--- src/rtl/cos_pkg.sv ---
package cos_pkg;

    // Fixed arrow sprite geometry
    localparam int ARROW_WIDTH  = 12;
    localparam int ARROW_HEIGHT = 19;

    // Text cursor cell geometry, as shift amounts
    localparam int CELL_W_SHIFT = 3;
    localparam int CELL_H_SHIFT = 4;

    // Field widths
    localparam int DIM_CFG_W = 13;
    localparam int POS_W     = 16;
    localparam int CELL_IDX_W = 10;
    localparam int PIX_W     = 12;
    localparam int COLOR_W   = 32;
    localparam int CFG_DATA_W = 16;
    localparam int CFG_IDX_W  = 3;

    // Overlay colors
    localparam logic [COLOR_W-1:0] COLOR_WHITE = 32'h00FF_FFFF;
    localparam logic [COLOR_W-1:0] COLOR_BLACK = 32'h0000_0000;

    // Configuration register indexes
    localparam logic [CFG_IDX_W-1:0] REG_FB_WIDTH  = 3'd0;
    localparam logic [CFG_IDX_W-1:0] REG_FB_HEIGHT = 3'd1;
    localparam logic [CFG_IDX_W-1:0] REG_ARROW_X   = 3'd2;
    localparam logic [CFG_IDX_W-1:0] REG_ARROW_Y   = 3'd3;
    localparam logic [CFG_IDX_W-1:0] REG_TEXT_COL  = 3'd4;
    localparam logic [CFG_IDX_W-1:0] REG_TEXT_ROW  = 3'd5;
    localparam logic [CFG_IDX_W-1:0] REG_PACKED    = 3'd6;

    // Arrow sprite codes: transparent, black, white
    typedef enum logic [1:0] {
        AC_N = 2'd0,
        AC_K = 2'd1,
        AC_W = 2'd2
    } t_acode;

    // Arrow shape, row by row, column 0 first
    localparam t_acode ARROW_SHAPE [ARROW_HEIGHT][ARROW_WIDTH] = '{
        '{AC_K,AC_K,AC_N,AC_N,AC_N,AC_N,AC_N,AC_N,AC_N,AC_N,AC_N,AC_N},
        '{AC_K,AC_W,AC_K,AC_N,AC_N,AC_N,AC_N,AC_N,AC_N,AC_N,AC_N,AC_N},
        '{AC_K,AC_W,AC_W,AC_K,AC_N,AC_N,AC_N,AC_N,AC_N,AC_N,AC_N,AC_N},
        '{AC_K,AC_W,AC_W,AC_W,AC_K,AC_N,AC_N,AC_N,AC_N,AC_N,AC_N,AC_N},
        '{AC_K,AC_W,AC_W,AC_W,AC_W,AC_K,AC_N,AC_N,AC_N,AC_N,AC_N,AC_N},
        '{AC_K,AC_W,AC_W,AC_W,AC_W,AC_W,AC_K,AC_N,AC_N,AC_N,AC_N,AC_N},
        '{AC_K,AC_W,AC_W,AC_W,AC_W,AC_W,AC_W,AC_K,AC_N,AC_N,AC_N,AC_N},
        '{AC_K,AC_W,AC_W,AC_W,AC_W,AC_W,AC_W,AC_W,AC_K,AC_N,AC_N,AC_N},
        '{AC_K,AC_W,AC_W,AC_W,AC_W,AC_W,AC_W,AC_W,AC_W,AC_K,AC_N,AC_N},
        '{AC_K,AC_W,AC_W,AC_W,AC_W,AC_K,AC_K,AC_K,AC_K,AC_K,AC_K,AC_N},
        '{AC_K,AC_W,AC_W,AC_K,AC_W,AC_K,AC_N,AC_N,AC_N,AC_N,AC_N,AC_N},
        '{AC_K,AC_W,AC_K,AC_N,AC_K,AC_W,AC_K,AC_N,AC_N,AC_N,AC_N,AC_N},
        '{AC_K,AC_K,AC_N,AC_N,AC_K,AC_W,AC_K,AC_N,AC_N,AC_N,AC_N,AC_N},
        '{AC_N,AC_N,AC_N,AC_N,AC_N,AC_K,AC_W,AC_K,AC_N,AC_N,AC_N,AC_N},
        '{AC_N,AC_N,AC_N,AC_N,AC_N,AC_K,AC_W,AC_K,AC_N,AC_N,AC_N,AC_N},
        '{AC_N,AC_N,AC_N,AC_N,AC_N,AC_N,AC_K,AC_K,AC_N,AC_N,AC_N,AC_N},
        '{AC_N,AC_N,AC_N,AC_N,AC_N,AC_N,AC_N,AC_N,AC_N,AC_N,AC_N,AC_N},
        '{AC_N,AC_N,AC_N,AC_N,AC_N,AC_N,AC_N,AC_N,AC_N,AC_N,AC_N,AC_N},
        '{AC_N,AC_N,AC_N,AC_N,AC_N,AC_N,AC_N,AC_N,AC_N,AC_N,AC_N,AC_N}
    };

    // Configuration register set
    typedef struct packed {
        logic [DIM_CFG_W-1:0]  fb_width;
        logic [DIM_CFG_W-1:0]  fb_height;
        logic [POS_W-1:0]      arrow_x;
        logic [POS_W-1:0]      arrow_y;
        logic [CELL_IDX_W-1:0] text_col;
        logic [CELL_IDX_W-1:0] text_row;
        logic                  packed_24bit;
    } t_cfg;

endpackage

--- src/rtl/cos_overlay.sv ---
module cos_overlay #(
    parameter int MAX_DIM = 4096
) (
    input  cos_pkg::t_cfg                   i_cfg,
    input  logic [cos_pkg::PIX_W-1:0]       i_pixel_x,
    input  logic [cos_pkg::PIX_W-1:0]       i_pixel_y,
    input  logic [cos_pkg::COLOR_W-1:0]     i_pixel_color,
    output logic [cos_pkg::COLOR_W-1:0]     o_color,
    output logic                            o_visible
);
    import cos_pkg::*;

    localparam int MAXD_W = $clog2(MAX_DIM + 1);
    localparam int CW     = (MAXD_W > DIM_CFG_W) ? MAXD_W : DIM_CFG_W;
    // Offset width: pixel minus a signed 16-bit position never overflows
    localparam int DW     = POS_W + 2;

    logic [CW-1:0] w_clamp;
    logic [CW-1:0] h_clamp;
    logic [DW-1:0] dx;
    logic [DW-1:0] dy;
    logic          in_arrow;
    t_acode        code;
    logic          text_ok;
    logic          in_text;

    // Geometry clamped to the largest supported frame
    always_comb begin
        w_clamp = (CW'(i_cfg.fb_width) > CW'(MAX_DIM)) ? CW'(MAX_DIM) : CW'(i_cfg.fb_width);
        h_clamp = (CW'(i_cfg.fb_height) > CW'(MAX_DIM)) ? CW'(MAX_DIM) : CW'(i_cfg.fb_height);
    end

    assign o_visible = (CW'(i_pixel_x) < w_clamp) && (CW'(i_pixel_y) < h_clamp);

    // Offset into the arrow sprite
    assign dx = DW'(i_pixel_x) - {{(DW-POS_W){i_cfg.arrow_x[POS_W-1]}}, i_cfg.arrow_x};
    assign dy = DW'(i_pixel_y) - {{(DW-POS_W){i_cfg.arrow_y[POS_W-1]}}, i_cfg.arrow_y};

    assign in_arrow = !dx[DW-1] && (dx[DW-2:0] < (DW-1)'(ARROW_WIDTH)) &&
                      !dy[DW-1] && (dy[DW-2:0] < (DW-1)'(ARROW_HEIGHT));

    always_comb begin
        code = AC_N;
        if (in_arrow) begin
            code = ARROW_SHAPE[dy[4:0]][dx[3:0]];
        end
    end

    // Text cell only when the cursor lies inside the console grid
    assign text_ok = (CW'(i_cfg.text_col) < (w_clamp >> CELL_W_SHIFT)) &&
                     (CW'(i_cfg.text_row) < (h_clamp >> CELL_H_SHIFT));
    assign in_text = text_ok &&
        (CELL_IDX_W'(i_pixel_x[PIX_W-1:CELL_W_SHIFT]) == i_cfg.text_col) &&
        (CELL_IDX_W'(i_pixel_y[PIX_W-1:CELL_H_SHIFT]) == i_cfg.text_row);

    // Arrow first, text cell on top
    always_comb begin
        o_color = i_pixel_color;
        if (o_visible) begin
            unique case (code)
                AC_K:    o_color = COLOR_BLACK;
                AC_W:    o_color = COLOR_WHITE;
                default: o_color = i_pixel_color;
            endcase
            if (in_text) begin
                o_color = COLOR_WHITE;
            end
        end
    end

endmodule

--- src/rtl/cursor_overlay_scanout_unit.sv ---
// The first result of an item passes through the input register and then the result register.
// Throughput: one item per cycle in 32-bit mode; in packed mode busy stays high
// after a visible pixel is taken, until the byte serializer that drives the
// result port can no longer collide with a new item.
// Padding pixels in packed mode give no result and do not raise busy.
// Reset (synchronous, active low) clears the valid flags, the byte count and
// all configuration registers to 0.
// Results cannot be stalled: each is shown for one cycle with o_valid.
module cursor_overlay_scanout_unit #(
    parameter int MAX_DIM = 4096
) (
    input  logic                              i_clk,
    input  logic                              i_rst_n,
    input  logic                              i_cfg_we,
    input  logic [cos_pkg::CFG_IDX_W-1:0]     i_cfg_index,
    input  logic [cos_pkg::CFG_DATA_W-1:0]    i_cfg_wdata,
    input  logic                              start,
    output logic                              busy,
    input  logic [cos_pkg::PIX_W-1:0]         i_pixel_x,
    input  logic [cos_pkg::PIX_W-1:0]         i_pixel_y,
    input  logic [cos_pkg::COLOR_W-1:0]       i_pixel_color,
    output logic                              o_valid,
    output logic [cos_pkg::COLOR_W-1:0]       o_out_data,
    output logic                              o_last_of_pixel
);
    import cos_pkg::*;

    t_cfg                r_cfg;
    logic                r_in_vld;
    logic [PIX_W-1:0]    r_px;
    logic [PIX_W-1:0]    r_py;
    logic [COLOR_W-1:0]  r_color;
    logic [1:0]          r_pend_cnt;
    logic [15:0]         r_pend_bytes;
    logic                r_out_vld;
    logic [COLOR_W-1:0]  r_out_data;
    logic                r_out_last;
    logic [COLOR_W-1:0]  ov_color;
    logic                ov_visible;
    logic                accept;

    // Hold off while the byte serializer would collide with a new item
    assign busy   = r_cfg.packed_24bit && ((r_in_vld && ov_visible) || (r_pend_cnt == 2'd2));
    assign accept = start && !busy;

    // Configuration registers
    always_ff @(posedge i_clk) begin
        if (!i_rst_n) begin
            r_cfg <= '0;
        end else if (i_cfg_we) begin
            unique case (i_cfg_index)
                REG_FB_WIDTH:  r_cfg.fb_width     <= i_cfg_wdata[DIM_CFG_W-1:0];
                REG_FB_HEIGHT: r_cfg.fb_height    <= i_cfg_wdata[DIM_CFG_W-1:0];
                REG_ARROW_X:   r_cfg.arrow_x      <= i_cfg_wdata[POS_W-1:0];
                REG_ARROW_Y:   r_cfg.arrow_y      <= i_cfg_wdata[POS_W-1:0];
                REG_TEXT_COL:  r_cfg.text_col     <= i_cfg_wdata[CELL_IDX_W-1:0];
                REG_TEXT_ROW:  r_cfg.text_row     <= i_cfg_wdata[CELL_IDX_W-1:0];
                REG_PACKED:    r_cfg.packed_24bit <= i_cfg_wdata[0];
                default: ;
            endcase
        end
    end

    // Input register
    always_ff @(posedge i_clk) begin
        if (!i_rst_n) begin
            r_in_vld <= 1'b0;
        end else begin
            r_in_vld <= accept;
        end
    end

    always_ff @(posedge i_clk) begin
        if (accept) begin
            r_px    <= i_pixel_x;
            r_py    <= i_pixel_y;
            r_color <= i_pixel_color;
        end
    end

    cos_overlay #(
        .MAX_DIM (MAX_DIM)
    ) u_overlay (
        .i_cfg         (r_cfg),
        .i_pixel_x     (r_px),
        .i_pixel_y     (r_py),
        .i_pixel_color (r_color),
        .o_color       (ov_color),
        .o_visible     (ov_visible)
    );

    // Result register and packed byte serializer
    always_ff @(posedge i_clk) begin
        if (!i_rst_n) begin
            r_out_vld  <= 1'b0;
            r_pend_cnt <= 2'd0;
        end else begin
            r_out_vld <= 1'b0;
            if (r_pend_cnt != 2'd0) begin
                r_out_vld  <= 1'b1;
                r_pend_cnt <= r_pend_cnt - 2'd1;
            end else if (r_in_vld) begin
                if (!r_cfg.packed_24bit) begin
                    r_out_vld <= 1'b1;
                end else if (ov_visible) begin
                    r_out_vld  <= 1'b1;
                    r_pend_cnt <= 2'd2;
                end
            end
        end
    end

    always_ff @(posedge i_clk) begin
        if (r_pend_cnt != 2'd0) begin
            r_out_data   <= COLOR_W'(r_pend_bytes[7:0]);
            r_out_last   <= (r_pend_cnt == 2'd1);
            r_pend_bytes <= {8'h00, r_pend_bytes[15:8]};
        end else if (r_in_vld) begin
            if (r_cfg.packed_24bit) begin
                r_out_data   <= COLOR_W'(ov_color[7:0]);
                r_out_last   <= 1'b0;
                r_pend_bytes <= ov_color[23:8];
            end else begin
                r_out_data <= ov_color;
                r_out_last <= 1'b1;
            end
        end
    end

    assign o_valid         = r_out_vld;
    assign o_out_data      = r_out_data;
    assign o_last_of_pixel = r_out_last;

endmodule
--- config.mk ---
export PLATFORM = sky130hd
export DESIGN_NAME = cursor_overlay_scanout_unit
export DESIGN_NICKNAME = d
export VERILOG_FILES = /design/src/rtl/cos_pkg.sv /design/src/rtl/cos_overlay.sv /design/src/rtl/cursor_overlay_scanout_unit.sv
export SDC_FILE = /design/constraint.sdc
export NUM_CORES = 1
export LEC_CHECK = 0
export BUFFER_PORTS_ARGS = -buffer_cell sky130_fd_sc_hd__buf_2
export CAP_MARGIN = 10
export CORE_ASPECT_RATIO = 0.9
export CORE_UTILIZATION = 30
export CTS_CLUSTER_DIAMETER = 150
export DETAILED_ROUTE_END_ITERATION = 7
export PLACE_DENSITY = 0.59
export REMOVE_ABC_BUFFERS = 1
export SLEW_MARGIN = 20
export SYNTH_ARGS = -nofsm -noshare
export SYNTH_HDL_FRONTEND = slang
export SYNTH_HIERARCHICAL = 1
export SYNTH_SLANG_ARGS = --single-unit
--- constraint.sdc ---
create_clock -name i_clk -period 3.61 [get_ports i_clk]
set_input_delay 0.1805 -clock i_clk [delete_from_list [all_inputs] [get_ports i_clk]]
set_output_delay 0.1805 -clock i_clk [all_outputs]
set_load 0.01 [all_outputs]
==> impl_metrics.env, run 1 <==
export IMPL_synth_flop_cell="dfxtp_1"
export IMPL_diodes=0
export IMPL_power_density_nw_per_um2=375.7
export IMPL_grt_max_degree=52
export IMPL_arrival_ps=4270
export IMPL_gr_usage_all_layers_pct=17.61
export IMPL_nNetsFinal=1534
export IMPL_seq_area_sq_um=4496
export IMPL_start_util_pct=30.42
export IMPL_crit_family="compound AO/OA/AOI/OAI gates"
export IMPL_antenna_found_initial=0
export IMPL_post_place_ws_ps=-584.9
export IMPL_h_tree_depth=4
export IMPL_slowest_stage="edfxtp_1"
export IMPL_fin_setup_tns_ps=-15900
export IMPL_grt_ovfl_total=0
export IMPL_fillCellCount=3407
export IMPL_synth_edff_count=73
export IMPL_async_flop_share_pct=0
export IMPL_drtAntennaViolNets=0
export IMPL_viasPerCell=4.817
export IMPL_synth_compound_area_share_pct=19.87
export IMPL_synth_simple_area_share_pct=18.00
export IMPL_synth_top_family_by_area="compound AO/OA/AOI/OAI gates"
export IMPL_finClkSkew_ps=13.97
export IMPL_final_cells=1854
export IMPL_dieArea_sq_um=35170
export IMPL_clock_sinks=188
export IMPL_post_route_min_period_ps=4072
export IMPL_leakagePower_nw=5.600
export IMPL_synth_area_sq_um=10330
export IMPL_peakVddDrop_mv=0.3387
export IMPL_routed_wl_met2_mm=13.97
export IMPL_slew_viol_final=0
export IMPL_cp_required_ps=3810
export IMPL_status="complete, but fails checks"
export IMPL_rows=64
export IMPL_cts_tree="yes"
export IMPL_rsz0062_at_grt="yes"
export IMPL_dr_pass1_iters=5
export IMPL_synthDistinctLibCells=75
export IMPL_vias=8931
export IMPL_drv_cap=0
export IMPL_dpl_hpwl_mm=22.38
export IMPL_dieWidth_um=197.6
export IMPL_finalSetupViolations=48
export IMPL_synth_xor_area_share_pct=2.375
export IMPL_first_iter_violations=590
export IMPL_synth_commonest_cells="nand2_1, dfxtp_1, ha_1, a21boi_0, edfxtp_1"
export IMPL_worstPathMaxFanout=6
export IMPL_worstSkewPairLatency_ps=450
export IMPL_power_mw=5.203
export IMPL_muxShareOfSynthArea_pct=2.641
export IMPL_postSynthAreaPerCell_sq_um=9.510
export IMPL_multi_input_area_sq_um=5632
export IMPL_syn_to_final_growth_pct=34.10
export IMPL_worstHoldPathType="input pin to flop"
export IMPL_synth_area_top_cells="dfxtp_1, edfxtp_1, ha_1"
export IMPL_cp_num_buf_inv=5
export IMPL_seq_area_frac_synth_pct=43.52
export IMPL_grt_pass1_vias=8608
export IMPL_clockBufferDepth=2
export IMPL_path_class="flop to flop"
export IMPL_yosysWarnings=6
export IMPL_grt_pass1_wl_mm=47.29
export IMPL_coreArea_sq_um=33950
export IMPL_cts_buffers=17
export IMPL_cts_root_buf="clkbuf_16"
export IMPL_setup_slack_ps=-461.7
export IMPL_crit_path_cell_trace="inv_2, ha_4, inv_2, fa_2, buf_6, a21oi_2, o211ai_1, buf_4, a21oi_4, a31oi_2, mux2i_1, nand4_1, nor4_4, o21ai_1, ha_4, nand2b_4, a21boi_4, buf_6, a21o_1, mux2_2"
export IMPL_yosysMostFrequentCell="nand2_1"
export IMPL_whs_path_depth=3
export IMPL_crit_cells=20
export IMPL_dpl_cell_area_sq_um=12350
export IMPL_gp_congestion=0.8811
export IMPL_drcViolationCount=0
export IMPL_final_util_pct=40.79
export IMPL_worstMarginPinSlew_ps=855.2
export IMPL_die_h_um=178.0
export IMPL_avgRoutedWirePerCell_um=16.46
export IMPL_max_clock_freq_mhz=245.6
export IMPL_end_kind="flop"
export IMPL_drt_met1_wl_mm=14.54
export IMPL_whs_ps=37.50
export IMPL_finalCritPeriodShare_pct=112.8
export IMPL_final_area_sq_um=13850
export IMPL_wl_mm=30.52
export IMPL_portBuffers=113
export IMPL_design_portCount=114
export IMPL_crit_path_start_kind="flop"
export IMPL_reg2reg_depth=20
export IMPL_wl_met3_mm=1.288
export IMPL_synth_top_cell_by_area="dfxtp_1"
export IMPL_dp_cells=1752
export IMPL_clkSlewWorstSetupHoldPaths_ps=70
export IMPL_synthCells=1086
export IMPL_highest_layer="met4"
export IMPL_finalHoldViolCount=0
export IMPL_violations="negative setup slack"
export IMPL_relSlewSlack_pct=42.98
export IMPL_layout_drive_gt1_share_pct=26.22
export IMPL_yosys_area_top_type_share_pct=22.29
export IMPL_synth_fa_ha_area_share_pct=9.353
export IMPL_ys_ff_latch=188
export IMPL_slowest_delay_ps=390
-- placed cells by master, fill, tap and decap left out, drive strengths merged, types with 25 or more instances in the layout --
cell type and n:
buf 270, nand2 216, dfxtp 115, a21oi 37, nor2b 35, a21o 40
a21boi 91, ha 74, nand3 25, inv 55, dlygate4sd3 59, edfxtp 73
-- worst paths after layout --
path | slack (ps) | to | startpoint
hold reg to reg | 470 | r_cfg[30]$_SDFFE_PN0P_ | r_cfg[30]$_SDFFE_PN0P_
setup / recovery | -460 | r_pend_bytes[6]$_DFFE_PP_ | r_py[0]$_DFFE_PP_
setup reg to reg | -460 | r_pend_bytes[6]$_DFFE_PP_ | r_py[0]$_DFFE_PP_
hold / removal | 40 | r_cfg[50]$_SDFFE_PN0P_ | i_cfg_wdata[13]
-- report_power, final --
| group | switching [mW] | leakage [nW] | internal, mW |
|---|---|---|---|
| combinational | 0.477 | 3.67 | 0.483 |
| sequential | 0.0729 | 1.64 | 2.32 |
| clock | 0.863 | 0.287 | 0.990 |
| total | 1.41 | 5.60 | 3.79 |
-- registers in the layout (all words and copies together) (netlist names) --
register,cells
r_cfg,79
o_out_data,32
r_py,12
r_pend_bytes,16
o_valid,1
o_last_of_pixel,1
r_in_vld,1
r_pend_cnt,2
r_px,12
r_color,32
-- logic make-up after synthesis --
| logic type | Yosys count |
|---|---|
| muxes | 25 |
| and+or+nand+nor | 383 |
| DFF | 188 |
| xor gates and xnor gates | 28 |
| buffers and inverters | 106 |
| AOI/OAI and AO/OA | 280 |
| adders and majority gates | 76 |
-- tightest hold or removal path: cells and delay by family --
family	cells	cell delay, ps
buffers and inverters	1	130
and+or+nand+nor	1	50
AOI/OAI and AO/OA	1	70
-- area by class of cell --
| type | count | area share [%] |
|---|---|---|
| multi-input cells | 792 | 40.66 |
| flip-flops and latches | 188 | 32.46 |
| repair buffers | 329 | 17.16 |
| well taps | 462 | 4.174 |
| clock buffers | 21 | 3.560 |
| inverters | 51 | 1.409 |
| clock inverters | 11 | 0.5782 |
-- what timing repair did --
item,CTS,global route
buffers inserted,3,6
hold buffers,59,0
pin swaps,13,13
endpoints found under the setup margin,49,97
endpoints found under the hold margin,59,0
gates cloned,2,0
gates resized for setup,36,17
-- layer usage --
layer,track usage [%],vias up
met5,0,-
met4,6.654,0
met3,2.798,40
met2,27.86,188
met1,24.08,4236
li1,-,4467
No activity file was read; power rests on OpenSTA's default activity.
==> inputs of run 2 (changes only) <==
- RECOVER_POWER: not set -> 25
- SETUP_SLACK_MARGIN: not set -> 0.3
==> run 2 against run 1 <==
The flow still finishes with violations (negative setup slack). Wire length rose by 1.7%. Final cell count rose by 0.32%. Clock power barely moved. Largest power group unchanged. Global-route usage rose by 0.25 points.
==> impl_metrics.env, run 2 (synthesis gave the netlist of run 1 again) <==
export IMPL_status="complete, but fails checks"
export IMPL_violations="negative setup slack"
export IMPL_drtAntennaViolNets=0
export IMPL_leakagePower_nw=5.649
export IMPL_dieArea_sq_um=35170
export IMPL_cts_root_buf="clkbuf_16"
export IMPL_gr_usage_all_layers_pct=17.86
export IMPL_crit_family="compound AO/OA/AOI/OAI gates"
export IMPL_dieWidth_um=197.6
export IMPL_layout_drive_gt1_share_pct=26.11
export IMPL_relSlewSlack_pct=41.48
export IMPL_final_common_cell="nand2_1"
export IMPL_finalHoldViolCount=0
export IMPL_arrival_ps=4280
export IMPL_peakVddDrop_mv=0.3391
export IMPL_worstPathMaxFanout=5
export IMPL_design_portCount=114
export IMPL_clkSlewWorstSetupHoldPaths_ps=70
export IMPL_post_route_min_period_ps=4082
export IMPL_dpl_cell_area_sq_um=12350
export IMPL_rows=64
export IMPL_grt_max_degree=52
export IMPL_portBuffers=113
export IMPL_wl_mm=31.05
export IMPL_final_area_sq_um=13960
export IMPL_coreArea_sq_um=33950
export IMPL_clockBufferDepth=2
export IMPL_max_clock_freq_mhz=245.0
export IMPL_slowest_stage="edfxtp_1"
export IMPL_first_iter_violations=638
export IMPL_worstSkewPairLatency_ps=460
export IMPL_largest_register_ffs=79
export IMPL_layout_common_cells="nand2_1, buf_4, dfxtp_1"
export IMPL_clock_sinks=188
export IMPL_path_class="flop to flop"
export IMPL_die_h_um=178.0
export IMPL_post_place_ws_ps=-584.9
export IMPL_drt_met1_wl_mm=14.72
export IMPL_worstHoldPathType="input pin to flop"
export IMPL_highest_layer="met4"
export IMPL_cts_tree="yes"
export IMPL_syn_to_final_growth_pct=35.19
export IMPL_setup_slack_ps=-471.9
export IMPL_drcViolationCount=0
export IMPL_fin_setup_tns_ps=-16320
export IMPL_grt_pass1_wl_mm=47.79
export IMPL_crit_path_cell_trace="inv_2, ha_4, inv_2, fa_2, buf_6, a21oi_2, o211ai_1, buf_4, a21oi_4, a31oi_2, mux2i_1, nand4_1, nor4_4, o21ai_1, ha_4, nand2b_4, a21boi_4, buf_2, a21o_1, mux2_2"
export IMPL_antenna_found_initial=0
export IMPL_diodes=0
export IMPL_regMostFlops="r_cfg"
export IMPL_grt_ovfl_total=0
export IMPL_finalCritPeriodShare_pct=113.1
export IMPL_power_density_nw_per_um2=374.1
export IMPL_worstMarginPinSlew_ps=877.8
export IMPL_start_util_pct=30.42
export IMPL_h_tree_depth=4
export IMPL_finClkSkew_ps=16.90
export IMPL_cp_required_ps=3810
export IMPL_gp_congestion=0.8811
export IMPL_routed_wl_met2_mm=14.21
export IMPL_rsz0062_at_grt="yes"
export IMPL_slew_viol_final=0
export IMPL_grt_pass1_vias=8642
export IMPL_avgRoutedWirePerCell_um=16.69
export IMPL_slowest_delay_ps=390
export IMPL_nNetsFinal=1540
export IMPL_wl_met3_mm=1.279
export IMPL_cts_buffers=17
export IMPL_viasPerCell=4.832
export IMPL_vias=8988
export IMPL_end_kind="flop"
export IMPL_dr_pass1_iters=5
export IMPL_finalSetupViolations=48
export IMPL_cp_num_buf_inv=5
export IMPL_dpl_hpwl_mm=22.38
export IMPL_crit_path_start_kind="flop"
export IMPL_drv_cap=0
## run 2: cell count changes in the layout (fill, tap and decap cells not counted), sizes merged
cell	previous run	this run
buf	270	268
bufbuf	0	1
clkbuf	21	28
## run 2: per-stage QoR
step / instances / util [%] / hold slack (ps) / power (mW)
detailed placement: 1752 / 36.38 / 358.6 / 3.302
global route: 1860 / 41.12 / 22.40 / 5.450
global placement: 1752 / 36.38 / 357.0 / 3.297
floorplan: 1031 / - / 279.4 / 2.863
CTS: 1852 / 40.72 / 13.52 / 5.253
finish: 1860 / 41.12 / 33.68 / 5.223
## run 2: worst paths after layout
path,cells after the start,slack (ps),to,startpoint
max,20,-470,o_out_data[5]$_DFFE_PP_,r_py[0]$_DFFE_PP_
min,3,30,r_cfg[50]$_SDFFE_PN0P_,i_cfg_wdata[13]
max reg2reg,20,-470,o_out_data[5]$_DFFE_PP_,r_py[0]$_DFFE_PP_
min reg2reg,2,470,r_cfg[30]$_SDFFE_PN0P_,r_cfg[30]$_SDFFE_PN0P_
## run 2: what timing repair did
| action | 4_1_cts | 5_1_grt |
|---|---|---|
| pin swaps | 16 | 12 |
| gates resized for setup | 42 | 14 |
| hold endpoints to repair | 59 | 0 |
| hold buffers | 59 | 0 |
| setup endpoints to repair | 105 | 105 |
| cloned | 4 | 2 |
| setup buffers | 5 | 6 |
## run 2: area by class of cell
class                   count  area, sq um
repair buffers            335         2487
clock buffers              21        493.0
multi-input cells         792         5633
fillers                  3386        19990
flip-flops and latches    188         4496
inverters                  51        195.2
well taps                 462        578.1
clock inverters            11        80.08
## run 2: worst reg2reg max path: cells and delay by family (launching register included)
kind	cells	cell delay [ps]
AO/OA/AOI/OAI	7	920
buffers and inverters	5	640
AND/OR/NAND/NOR	3	620
flip-flops	1	390
adder cells (fa/ha/maj)	3	830
multiplexers	2	450
## run 2: routing by layer
layer / global-route usage (%) / vias to the layer above
li1: - / 4481
met1: 24.35 / 4271
met2: 28.15 / 187
met3: 2.912 / 49
met4: 7.041 / 0
met5: 0 / -
## run 2: power breakdown
part | switching, mW | internal [mW] | leakage (nW) | total, mW
logic | 0.483 | 0.495 | 3.72 | 0.978
registers | 0.0729 | 2.32 | 1.64 | 2.39
clock network | 0.865 | 0.990 | 0.287 | 1.85
total | 1.42 | 3.80 | 5.65 | 5.22
